[src/hdl/htd_pkg.sv]
// Shared types and constants for the header/tail deframer.
// No dependencies; used by htd_regs, htd_core, the top level and the testbench.
package htd_pkg;

    // Register indexes on the configuration port (byte address / 8)
    localparam logic [1:0] REG_HEAD_LEN = 2'd0;
    localparam logic [1:0] REG_HEAD_PAT = 2'd1;
    localparam logic [1:0] REG_TAIL_LEN = 2'd2;
    localparam logic [1:0] REG_TAIL_PAT = 2'd3;

    // Reset values of the registers
    localparam logic [3:0]  HEAD_LEN_RST = 4'd0;
    localparam logic [63:0] HEAD_PAT_RST = 64'd0;
    localparam logic [3:0]  TAIL_LEN_RST = 4'd1;
    localparam logic [63:0] TAIL_PAT_RST = 64'h0A;   // newline

    // Configuration as seen by the datapath
    typedef struct packed {
        logic [3:0]  head_len;
        logic [63:0] head_pat;
        logic [3:0]  tail_len;
        logic [63:0] tail_pat;
    } cfg_t;

endpackage

[src/hdl/htd_regs.sv]
// APB-style register file for the deframer configuration.
// Depends on htd_pkg (cfg_t, register indexes and reset values).
module htd_regs (
    input  logic          aclk,
    input  logic          aresetn,
    input  logic          psel,
    input  logic          penable,
    input  logic          pwrite,
    input  logic [4:0]    paddr,
    input  logic [63:0]   pwdata,
    output logic [63:0]   prdata,
    output logic          pready,
    output htd_pkg::cfg_t cfg
);

    htd_pkg::cfg_t cfg_reg;
    logic          wr_en;
    logic [1:0]    reg_idx;

    assign pready  = 1'b1;
    assign wr_en   = psel && penable && pwrite;
    assign reg_idx = paddr[4:3];
    assign cfg     = cfg_reg;

    // register writes
    always_ff @(posedge aclk) begin
        if (!aresetn) begin
            cfg_reg.head_len <= htd_pkg::HEAD_LEN_RST;
            cfg_reg.head_pat <= htd_pkg::HEAD_PAT_RST;
            cfg_reg.tail_len <= htd_pkg::TAIL_LEN_RST;
            cfg_reg.tail_pat <= htd_pkg::TAIL_PAT_RST;
        end else if (wr_en) begin
            unique case (reg_idx)
                htd_pkg::REG_HEAD_LEN: cfg_reg.head_len <= pwdata[3:0];
                htd_pkg::REG_HEAD_PAT: cfg_reg.head_pat <= pwdata;
                htd_pkg::REG_TAIL_LEN: cfg_reg.tail_len <= pwdata[3:0];
                htd_pkg::REG_TAIL_PAT: cfg_reg.tail_pat <= pwdata;
                default: ;
            endcase
        end
    end

    // read mux
    always_comb begin
        unique case (reg_idx)
            htd_pkg::REG_HEAD_LEN: prdata = {60'd0, cfg_reg.head_len};
            htd_pkg::REG_HEAD_PAT: prdata = cfg_reg.head_pat;
            htd_pkg::REG_TAIL_LEN: prdata = {60'd0, cfg_reg.tail_len};
            htd_pkg::REG_TAIL_PAT: prdata = cfg_reg.tail_pat;
            default:               prdata = 64'd0;
        endcase
    end

endmodule

[src/hdl/htd_in_reg.sv]
// Input register: captures one received byte and holds it until the core takes it.
// No package dependencies.
module htd_in_reg (
    input  logic       aclk,
    input  logic       aresetn,
    input  logic       s_valid,
    output logic       s_ready,
    input  logic [7:0] s_in_byte,
    input  logic       advance,
    output logic       step,
    output logic [7:0] byte_out
);

    logic       valid_reg;
    logic [7:0] byte_reg;

    assign s_ready  = !valid_reg || advance;
    assign step     = valid_reg && advance;
    assign byte_out = byte_reg;

    always_ff @(posedge aclk) begin
        if (!aresetn) begin
            valid_reg <= 1'b0;
        end else if (s_ready) begin
            valid_reg <= s_valid;
        end
    end

    // payload, no reset needed
    always_ff @(posedge aclk) begin
        if (s_valid && s_ready) begin
            byte_reg <= s_in_byte;
        end
    end

endmodule

[src/hdl/htd_core.sv]
// Deframer core: hunt/body state, byte window, pattern compares and result register.
// Depends on htd_pkg (cfg_t).
module htd_core #(
    parameter int MAX_DELIM_BYTES = 8
) (
    input  logic          aclk,
    input  logic          aresetn,
    input  htd_pkg::cfg_t cfg,
    input  logic          step,
    input  logic [7:0]    in_byte,
    output logic          advance,
    output logic          m_valid,
    input  logic          m_ready,
    output logic          m_has_byte,
    output logic [7:0]    m_body_byte,
    output logic          m_packet_end
);

    localparam int FW = $clog2(MAX_DELIM_BYTES + 1);
    localparam int WW = 8 * MAX_DELIM_BYTES;
    localparam logic [FW-1:0] MAX_LEN = FW'(MAX_DELIM_BYTES);

    // byte mask covering the n lowest bytes of the window
    function automatic logic [WW-1:0] byte_mask(input logic [FW-1:0] n);
        logic [WW-1:0] m;
        m = '0;
        for (int i = 0; i < MAX_DELIM_BYTES; i++) begin
            if (FW'(i) < n) begin
                m[8*i +: 8] = 8'hFF;
            end
        end
        return m;
    endfunction

    logic          in_body_reg, in_body_next;
    logic [WW-1:0] win_reg, win_next;
    logic [FW-1:0] fill_reg, fill_next;

    logic          out_valid_reg, has_byte_reg, packet_end_reg;
    logic [7:0]    body_byte_reg;

    logic [FW-1:0] hl, tl, fill_h, fill_c, fill_b;
    logic [WW-1:0] win_sh;
    logic          hunting, hmatch, emit, done;
    logic [7:0]    ob;

    assign advance      = !out_valid_reg || m_ready;
    assign m_valid      = out_valid_reg;
    assign m_has_byte   = has_byte_reg;
    assign m_body_byte  = body_byte_reg;
    assign m_packet_end = packet_end_reg;

    // clamp configured lengths to the window size; a zero tail length counts as one
    always_comb begin
        hl = (cfg.head_len > 4'(MAX_DELIM_BYTES)) ? MAX_LEN : FW'(cfg.head_len);
        if (cfg.tail_len == 4'd0) begin
            tl = FW'(1);
        end else if (cfg.tail_len > 4'(MAX_DELIM_BYTES)) begin
            tl = MAX_LEN;
        end else begin
            tl = FW'(cfg.tail_len);
        end
    end

    // header hunt: shift in, saturate fill, compare
    assign hunting = !in_body_reg && (hl != '0);
    assign win_sh  = (win_reg << 8) | WW'(in_byte);
    assign fill_h  = (fill_reg < hl) ? fill_reg + FW'(1) : hl;
    assign hmatch  = (fill_h == hl) &&
                     (((win_sh ^ cfg.head_pat[WW-1:0]) & byte_mask(hl)) == '0);

    // body: the byte falling out of the tail window is emitted
    assign fill_c = (fill_reg > tl) ? tl : fill_reg;
    assign emit   = (fill_c == tl);
    assign fill_b = emit ? fill_c : fill_c + FW'(1);
    assign done   = (fill_b == tl) &&
                    (((win_sh ^ cfg.tail_pat[WW-1:0]) & byte_mask(tl)) == '0);

    // select window byte at position tl-1
    always_comb begin
        ob = 8'd0;
        for (int i = 0; i < MAX_DELIM_BYTES; i++) begin
            if (FW'(i) == tl - FW'(1)) begin
                ob = win_reg[8*i +: 8];
            end
        end
    end

    // next state
    always_comb begin
        in_body_next = in_body_reg;
        win_next     = win_reg;
        fill_next    = fill_reg;
        if (hunting) begin
            if (hmatch) begin
                in_body_next = 1'b1;
                win_next     = '0;
                fill_next    = '0;
            end else begin
                win_next  = win_sh;
                fill_next = fill_h;
            end
        end else if (done) begin
            in_body_next = 1'b0;
            win_next     = '0;
            fill_next    = '0;
        end else begin
            win_next  = win_sh;
            fill_next = fill_b;
        end
    end

    always_ff @(posedge aclk) begin
        if (!aresetn) begin
            in_body_reg <= 1'b0;
            win_reg     <= '0;
            fill_reg    <= '0;
        end else if (step) begin
            in_body_reg <= in_body_next;
            win_reg     <= win_next;
            fill_reg    <= fill_next;
        end
    end

    // result register
    always_ff @(posedge aclk) begin
        if (!aresetn) begin
            out_valid_reg <= 1'b0;
        end else if (advance) begin
            out_valid_reg <= step && !hunting && (emit || done);
        end
    end

    always_ff @(posedge aclk) begin
        if (advance && step) begin
            has_byte_reg   <= emit;
            body_byte_reg  <= emit ? ob : 8'd0;
            packet_end_reg <= done;
        end
    end

endmodule

[src/hdl/header_tail_deframer.sv]
// Top level of the header/tail delimiter packet deframer.
// Depends on htd_pkg, htd_regs, htd_in_reg and htd_core.
//
//   channel   direction  handshake          payload
//   s_        in         s_valid/s_ready    s_in_byte
//   m_        out        m_valid/m_ready    m_has_byte, m_body_byte, m_packet_end
//   apb       in         psel/penable       paddr, pwdata, prdata (regs at 8*i)
//
// One byte per cycle sustained while results are taken; the input register holds
// each accepted byte, and the window compare loads the result register from it
// once the result register is free.
// Bytes that give no result (header hunt, tail fill) just update the window.
// Synchronous active-low reset clears state; the default config has no header, so no hunt.
// A stalled result holds the core; the input register still takes one byte.
module header_tail_deframer #(
    parameter int MAX_DELIM_BYTES = 8
) (
    input  logic        aclk,
    input  logic        aresetn,
    input  logic        s_valid,
    output logic        s_ready,
    input  logic [7:0]  s_in_byte,
    output logic        m_valid,
    input  logic        m_ready,
    output logic        m_has_byte,
    output logic [7:0]  m_body_byte,
    output logic        m_packet_end,
    input  logic        psel,
    input  logic        penable,
    input  logic        pwrite,
    input  logic [4:0]  paddr,
    input  logic [63:0] pwdata,
    output logic [63:0] prdata,
    output logic        pready
);

    htd_pkg::cfg_t cfg;
    logic          advance;
    logic          step;
    logic [7:0]    core_byte;

    htd_regs u_regs (
        .aclk    (aclk),
        .aresetn (aresetn),
        .psel    (psel),
        .penable (penable),
        .pwrite  (pwrite),
        .paddr   (paddr),
        .pwdata  (pwdata),
        .prdata  (prdata),
        .pready  (pready),
        .cfg     (cfg)
    );

    htd_in_reg u_in_reg (
        .aclk      (aclk),
        .aresetn   (aresetn),
        .s_valid   (s_valid),
        .s_ready   (s_ready),
        .s_in_byte (s_in_byte),
        .advance   (advance),
        .step      (step),
        .byte_out  (core_byte)
    );

    htd_core #(
        .MAX_DELIM_BYTES (MAX_DELIM_BYTES)
    ) u_core (
        .aclk         (aclk),
        .aresetn      (aresetn),
        .cfg          (cfg),
        .step         (step),
        .in_byte      (core_byte),
        .advance      (advance),
        .m_valid      (m_valid),
        .m_ready      (m_ready),
        .m_has_byte   (m_has_byte),
        .m_body_byte  (m_body_byte),
        .m_packet_end (m_packet_end)
    );

endmodule

[config.mk]
export PLATFORM = sky130hd
export DESIGN_NAME = header_tail_deframer
export DESIGN_NICKNAME = d
export VERILOG_FILES = /design/src/hdl/htd_pkg.sv /design/src/hdl/htd_regs.sv /design/src/hdl/htd_in_reg.sv /design/src/hdl/htd_core.sv /design/src/hdl/header_tail_deframer.sv
export SDC_FILE = /design/constraint.sdc
export NUM_CORES = 1
export LEC_CHECK = 0
export BUFFER_PORTS_ARGS = -buffer_cell sky130_fd_sc_hd__clkbuf_2
export CAP_MARGIN = 20
export CORE_MARGIN = 2
export CORE_UTILIZATION = 62
export CTS_CLUSTER_DIAMETER = 30
export DETAILED_ROUTE_END_ITERATION = 16
export PLACE_DENSITY_LB_ADDON = 0.2
export SYNTH_ARGS = -nofsm -noshare
export SYNTH_HDL_FRONTEND = slang
export SYNTH_SLANG_ARGS = --single-unit
[constraint.sdc]
create_clock -name aclk -period 11.4 [get_ports aclk]
set_clock_uncertainty 0.05 [all_clocks]
set_input_delay 2.28 -clock aclk [delete_from_list [all_inputs] [get_ports aclk]]
set_output_delay 2.28 -clock aclk [all_outputs]
set_load 0.01 [all_outputs]
* After elaboration in Yosys (flattened, before gate mapping)
Cells that the tools add are included.
** Storage, ports and cells
- Input port bits :: 84
- Logic and storage cells :: 124
- Register bits :: 225
- Output and inout port bits :: 77
** Cells by class
- Eq/ne operators :: 14
- Bitwise operators :: 5
- Add/subtract/negate cells :: 3
- Reduce and logical (&&, ||, !) cells :: 29
- Magnitude comparators :: 20
- Mux-type cells :: 40
** Operators with widths (number)
- case mux 64 bit (4 select lines) :: 1
- two-way mux 64 bit :: 3
- two-way mux 8 bit :: 24
- bitwise AND 64 bit :: 2
- logical NOT 64 bit :: 2
- XOR 64 bit :: 2
- bitwise OR 64 x 8 -> 64 bit :: 1
- two-way mux 4 bit :: 9
- less-than comparator 3 x 4 -> 1 bit, first input constant :: 8
- == test 3 x 4 -> 1 bit, first input constant :: 4
- less-than comparator 1 x 4 -> 1 bit, first input constant :: 4
- less-than comparator 2 x 4 -> 1 bit, first input constant :: 4
- == test 4 bit :: 3
- logical AND 1 bit :: 10
- adder 4 x 1 -> 4 bit, second input constant :: 2
- == test 2 x 4 -> 1 bit, first input constant :: 2
- > comparator 4 bit, second input constant :: 2
- logical NOT 4 bit :: 2
- AND reduction 2 bit :: 4
- == test 1 x 4 -> 1 bit, first input constant :: 1
- == test 2 bit, second input constant :: 2
- > comparator 4 bit :: 1
- logical NOT 1 bit :: 4
- less-than comparator 4 bit :: 1
- 9 further kinds :: 13

* Depth between registers and ports, before layout
Gate-level depths: netlist (run 1).
- Depth in word-level cells :: 13
- Mapped depth :: 19
- Depth with buffers taken out :: 15

* Modules after synthesis
A second synthesis (run 1) with hierarchy kept.
** Unflattened totals
- Cell total of the unflattened synthesis :: 1468
- Area, all modules :: 12854.8 sq um
** By module, submodules not included
- htd_core :: cells an instance 795, seq. area each 1701.6 sq um, instances 1, area each 6396.1 sq um
- htd_regs :: cells an instance 659, seq. area each 2722.6 sq um, instances 1, area each 6153.4 sq um
- htd_in_reg :: cells an instance 14, seq. area each 260.2 sq um, instances 1, area each 305.3 sq um

* Least setup slack after synthesis (run 1)
Ideal clock, no wire load.
- Kind :: input port to output port
- Start :: input port paddr[4]
- End :: output port prdata[0]
- Data required time :: 9.070 ns
- Stages on the path :: 4
- Path slack :: 5.421 ns
- Arrival :: 3.649 ns
- Buffers on the path :: 3
- Cell sequence :: clkbuf_1 > clkbuf_1 > clkbuf_1 > mux4_2
** On the way
- Cells in the longest elaborated chain, start to end :: 2
- Elaborated cells on any way between the ends :: 5
- Those cells by class :: eq/ne (3); mux (1); reduce/logical (1)
** Ends and longest elaborated chain
- from (decl) :: line header_tail_deframer.sv:31 : input logic [4:0] paddr,
- == test 2 bit (tied with other cells) :: line htd_regs.sv:45 : unique case (reg_idx)
- case mux 64 bit (4 select lines) * :: line htd_regs.sv:45
- to (decl) :: line header_tail_deframer.sv:33 : output logic [63:0] prdata,
Every way passes the cells marked *; elsewhere a longest branch is shown, timed or not.

* Worst setup path after layout (run 1)
- Start :: input port paddr[4]
- End :: output port prdata[3]
The elaborated chain is that of the path after synthesis.

==> out/summary.txt, run 1 <==
Slew HR: 31.4%
Worst path cell trace: buf_4 > buf_4 > mux4_2 > clkbuf_2
EDFF count, synth: 18
DRT iter0 DRCs: 974
Max-Cap Viols: 0
Setup repair bufs after CTS: 0
Period utilization: 56.6%
Synth Area per Inst: 8.63 µm²
Leak Pwr: 5.86 nW
Delay-heaviest family, CP: buffers and inverters
Min-delay worst type: reg -> reg
PortBufs: 156
Synth Flop Type: dfxtp_1
Share of post-route cells with drive strength above 1: 18.3%
Peak VDD IR: 166 µV
Syn_nets: 1402
Netlist cell types: 59
I/O pins: 161
Die area: 0.0193 mm²
Routability Congestion: 0.931
Antenna violations before repair: 0
Startpoint types: primary input
CTS Hold Bufs: 0
Asr flop ratio synth: 0%
Final min period: 6.46 ns
# nets final: 1526
Status: completed
Worst-Margin Slew: 1.03 ns
CTS clk-pin slew, worst paths: 0.05 ns
CTS sink cnt: 225
H-tree depth: 2
Setup crit end kind: output pin
CP arrival: 4.13 ns
Via density: 5.98
Global-route wire length before repair: 50400 µm
Seq/Total Area, Yosys: 41.5%
First drt pass iteration count: 6
Slew Limit Fails: 0
Routed via count: 10147
Global Route Usage Sum: 31.6%
Placed Instances: 1616
Post-Route Setup TNS: 0 ns
TritonCTS Buffers: 44
Seq cells post-synth: 225
CP max stage cell: buf_4
CTS root buf: clkbuf_16
PD cells: 172 mW/mm²
Post-detail-place hpwl: 20000 µm
Crit path kind: in -> out
Cell count after synthesis: 1309
Core ar.: 0.0179 mm²
TritonCTS clock tree: yes
Clock buffer depth: 3
Setup Viol. Count Final: 0
Non-Filler Instances: 1696
CP most frequent cell: buf_4
Horiz. Die Dim: 139 µm
Final hold viol count: 0
Ant. Diodes: 0
Largest register FFs: 136
Crit path largest cell delay: 0.63 ns
Starting Density: 63.1%
Cell Rows: 49
Gr ovfl total: 0
Synthesized cell area: 0.0113 mm²
Yosys warning count: 0
Vias in the first global route: 9688
Fmax: 155 MHz
Die height: 139 µm
Area growth syn-to-layout: 20.7%
Largest net degree at the start of global routing: 84
Clock latency on the worst-skew pair: 0.52 ns
Drt drc: 0
Resize count post-CTS: 0
Maximum fanout along the worst path: 37
WL/cell: 18.5 µm
Crit path required time: 9.07 ns
Final ANT Viol Nets: 0
RSZ-0062 raised after global routing: false
Final wirelength: 31400 µm
Fill cell count: 1260
Worst Path Buf+Inv: 3
kinds of logic (layout without fill, tap and decap cells):
kind of cell | after synthesis | after routing | share of synthesized area, %
other | 1 | 1 | 0.0332
DFF | 225 | 225 | 41.5
muxes | 89 | 89 | 8.43
buffers and inverters | 99 | 257 | 3.82
xor gates and xnor gates | 138 | 138 | 10.8
adders and majority gates | 9 | 9 | 0.997
and+or+nand+nor | 459 | 459 | 18.2
AOI/OAI and AO/OA | 289 | 289 | 16.2
area by class of cell:
cell class | count | area, µm² | area share [%]
clock buffers | 51 | 1190 | 8.73
clock inverters | 29 | 364 | 2.67
inverters | 11 | 42.5 | 0.312
multi-input cells | 985 | 6200 | 45.5
flip-flops and latches | 225 | 4680 | 34.4
well taps | 229 | 287 | 2.10
repair buffers | 166 | 858 | 6.30
synth_stat cells (4+ instances only):
master | number | share of area, %
nor2_1 | 39 | 1.3
inv_1 | 6 | 0.20
nand3_1 | 8 | 0.35
nor3_1 | 7 | 0.31
a22o_1 | 64 | 5.0
clkbuf_1 | 70 | 2.3
buf_1 | 7 | 0.23
mux4_2 | 4 | 0.80
ha_1 | 9 | 1.0
a21oi_1 | 161 | 7.1
nor4_1 | 23 | 1.3
dfxtp_1 | 207 | 37
inv_2 | 4 | 0.13
mux2i_1 | 76 | 6.7
nand2_1 | 284 | 9.4
o21a_1 | 4 | 0.27
a222oi_1 | 6 | 0.53
buf_6 | 7 | 0.70
o21ai_0 | 19 | 0.84
mux2_2 | 9 | 0.90
nand4_1 | 14 | 0.78
nor2b_1 | 65 | 3.6
xor2_1 | 99 | 7.7
edfxtp_1 | 18 | 4.8
xnor2_1 | 38 | 2.9
a31oi_1 | 4 | 0.22
nand2b_1 | 4 | 0.22
power by group:
part           internal [mW]  total, mW  switching [mW]  leakage [nW]
registers              0.813      0.833          0.0198          1.85
logic                 0.0685      0.174           0.105          3.25
clock network          0.894       1.34           0.444         0.768
total                   1.78       2.34           0.569          5.86
stage by stage:
stage | cell area [µm²] | utilization (%) | setup WS [ns] | hold slack (ns) | power [mW]
2_1_floorplan | 11300 | - | 5.42 | 0.387 | 0.962
3_3_place_gp | 12100 | 67.5 | 4.89 | 0.407 | 1.01
3_5_place_dp | 12100 | 67.5 | 4.88 | 0.411 | 1.02
4_1_cts | 13600 | 76.1 | 4.89 | 0.427 | 2.34
5_1_grt | 13600 | 76.1 | 4.81 | 0.446 | 2.41
6_report | 13600 | 76.1 | 4.94 | 0.428 | 2.34
layer usage:
layer	global-route usage (%)	up-vias	routed length [µm]
met4	10.1	0	839
met2	52.3	426	15000
met3	5.04	76	2000
met5	0	-	0
met1	42.7	4858	13500
li1	-	4787	-
worst register-to-register path, cell delays in order, from the launching register on:
cell and delay, ns:
dfxtp_1 0.72, nor2b_1 0.31, inv_1 0.15, ha_1 0.34, nand2b_1 0.06, a21oi_1 0.13, o21a_1 0.37, mux2_2 0.40
ha_1 0.34, nor2_1 0.06, a22oi_1 0.16, o2111ai_1 0.15, and2_1 0.19, o311a_2 0.36, buf_4 0.32, a22o_1 0.37
worst paths after layout:
kind / slack (ns) / from / endpoint / depth (start not counted)
worst min register to register: 0.43 / u_regs.cfg[116] / u_regs.cfg[116] / 2
worst max register to register: 6.82 / u_regs.cfg[65] / u_core.win_reg[19] / 15
worst min-delay path: 0.43 / u_regs.cfg[116] / u_regs.cfg[116] / 2
worst max-delay path: 4.94 / paddr[4] / prdata[3] / 4
placed cells by master (no fill, tap or decap), types with 4 or more instances in the layout:
cell       count
nor2_1        38
nor2b_1       65
clkinv_2       8
dfxtp_1      207
clkinv_4       5
clkbuf_2     155
mux2i_1       76
xnor2_1       38
nor3_1         7
a31oi_1        4
a222oi_1       6
mux4_2         4
nand2b_1       4
inv_1          6
ha_1           9
edfxtp_1      18
nand4_1       14
o21a_1         4
o21ai_0       19
a22o_1        64
inv_6          6
nand3_1        7
mux2_2         9
nor4_1        23
bufinv_16      6
nand2_1      283
a21oi_1      161
xor2_1        99
buf_4         11
clkbuf_16     46
Note: power is estimated with default switching activity, not from simulation.
==> run 2: changes to the inputs <==
- CORE_UTILIZATION: 62 -> 58
- clock period: 11.4 -> 6 ns (I/O delays scaled with it)
==> out/summary.txt, run 2 (synthesized netlist as in run 1, its figures left out) <==
Period utilization: 76.9%
Final min period: 4.61 ns
Worst hold slack: 0.430 ns
I/O pins: 161
CTS sink cnt: 225
Setup repair bufs after CTS: 0
Clock latency on the worst-skew pair: 0.54 ns
Routed via count: 10054
# nets final: 1527
Setup crit end kind: flop
CTS Hold Bufs: 0
Fill cell count: 1536
TritonCTS Buffers: 44
Die height: 144 µm
Most common cell after layout, fill and taps aside: nand2_1
Area growth syn-to-layout: 20.9%
Largest register FFs: 136
Die area: 0.0206 mm²
Crit path largest cell delay: 0.68 ns
Ant. Diodes: 0
WL met3: 2140 µm
PortBufs: 156
Slew Limit Fails: 0
Non-Filler Instances: 1735
Peak VDD IR: 206 µV
CTS clk-pin slew, worst paths: 0.05 ns
Min-delay worst type: reg -> reg
Resize count post-CTS: 0
Maximum fanout along the worst path: 27
Max-Cap Viols: 0
Setup Viol. Count Final: 0
Leak Pwr: 5.84 nW
Worst path cell trace: nor2b_1 > inv_1 > ha_1 > nand2b_1 > a21oi_1 > o21a_1 > mux2_2 > ha_1 > nor2_1 > a22oi_1 > o2111ai_1 > and2_1 > o311a_2 > buf_4 > a22o_1
Final core occ: 70.9%
CP max stage cell: dfxtp_1
H-tree depth: 2
Final wirelength: 31400 µm
Largest net degree at the start of global routing: 81
CP arrival: 4.97 ns
Footprint of the multi-input gates: 0.00620 mm²
DR WL met2: 15000 µm
Global Route Usage Sum: 30.5%
CTS root buf: clkbuf_16
Placed Instances: 1653
First drt pass iteration count: 5
Via density: 5.79
Final ANT Viol Nets: 0
Worst-Margin Slew: 1.12 ns
R2R depth: 15
Gr ovfl total: 0
Reg2reg start: u_regs.cfg[65]
Top Layer Used: met4
Minimum setup slack among reg-to-reg paths: 1.39 ns
Post-Route Setup TNS: 0 ns
Highest-count cells in the layout ignoring fill and taps: nand2_1, dfxtp_1, a21oi_1
Fmax: 217 MHz
Starting Density: 58.6%
Slew HR: 25.4%
Worst Hold Depth: 1
Global-route wire length before repair: 49900 µm
Status: completed
Post-detail-place hpwl: 20600 µm
Final hold viol count: 0
Routability Congestion: 0.906
Startpoint types: flop
PD cells: 321 mW/mm²
Reg2reg end: u_core.win_reg[1]
Met1 wire length: 13600 µm
Crit path required time: 6.36 ns
Core ar.: 0.0193 mm²
Antenna violations before repair: 0
Cell Rows: 51
DRT iter0 DRCs: 835
Drt drc: 0
Clock buffer depth: 3
Sequential cell area: 0.00468 mm²
Crit path kind: reg -> reg
Vias in the first global route: 9514
Critical Path Start: u_regs.cfg[65]
TritonCTS clock tree: yes
RSZ-0062 raised after global routing: false
CP most frequent cell: ha_1
WL/cell: 18.1 µm
Worst Setup EP: u_core.win_reg[1]
Share of post-route cells with drive strength above 1: 18.4%
Horiz. Die Dim: 144 µm
-- run 2: cell count changes in the layout (fill, tap and decap cells not counted), sizes merged --
cell,previous run,this run
clkinvlp,1,4
bufinv,6,4
clkinv,15,17
buf,11,12
clkbuf,206,205
-- run 2: final cells by class --
type	instances	share of cell area [%]
timing repair buffer	167	6.34
inverter	11	0.312
multi-input combinational	985	45.4
clock buffer	50	8.53
sequential	225	34.3
clock inverter	32	2.64
tap	265	2.43
-- run 2: per-layer routing --
metal,vias to the layer above,global-route usage (%)
li1,4792,-
met1,4782,42.0
met2,415,49.4
met3,65,4.47
met4,0,9.91
met5,-,0
-- run 2: through the flow --
| step | worst slack [ns] | cell area [µm²] | total power [mW] |
|---|---|---|---|
| after global placement | 1.59 | 12100 | 1.93 |
| after detailed placement | 1.51 | 12100 | 1.93 |
| after floorplan | 2.18 | 11300 | 1.83 |
| final | 1.39 | 13700 | 4.38 |
| after CTS | 1.47 | 13700 | 4.40 |
| after global routing | 1.06 | 13700 | 4.51 |
-- run 2: worst min path at each step --
| stage | from | end | slack [ns] |
|---|---|---|---|
| final | u_core.win_reg[61] | u_core.win_reg[61] | 0.43 |
| after global routing | u_core.win_reg[56] | u_core.win_reg[56] | 0.45 |
| after CTS | u_core.win_reg[62] | u_core.win_reg[62] | 0.43 |
| after detailed placement | u_core.win_reg[62] | u_core.win_reg[62] | 0.42 |
| after global placement | u_core.win_reg[62] | u_core.win_reg[62] | 0.41 |
| after floorplan | u_core.win_reg[62] | u_core.win_reg[62] | 0.39 |
-- run 2: critical path: cells and delay by family, from the launching register on --
kind | cells | cell delay (ns)
flops | 1 | 0.68
mux | 1 | 0.40
compound gates | 6 | 1.63
simple gates | 4 | 0.58
fa+ha+maj | 2 | 0.67
buf+inv | 2 | 0.45
-- run 2: report_power, final --
group          leakage (nW)  switching [mW]  internal, mW  total [mW]
registers              1.85          0.0374          1.54        1.58
clock network         0.740           0.869          1.60        2.47
logic                  3.25           0.200         0.131       0.331
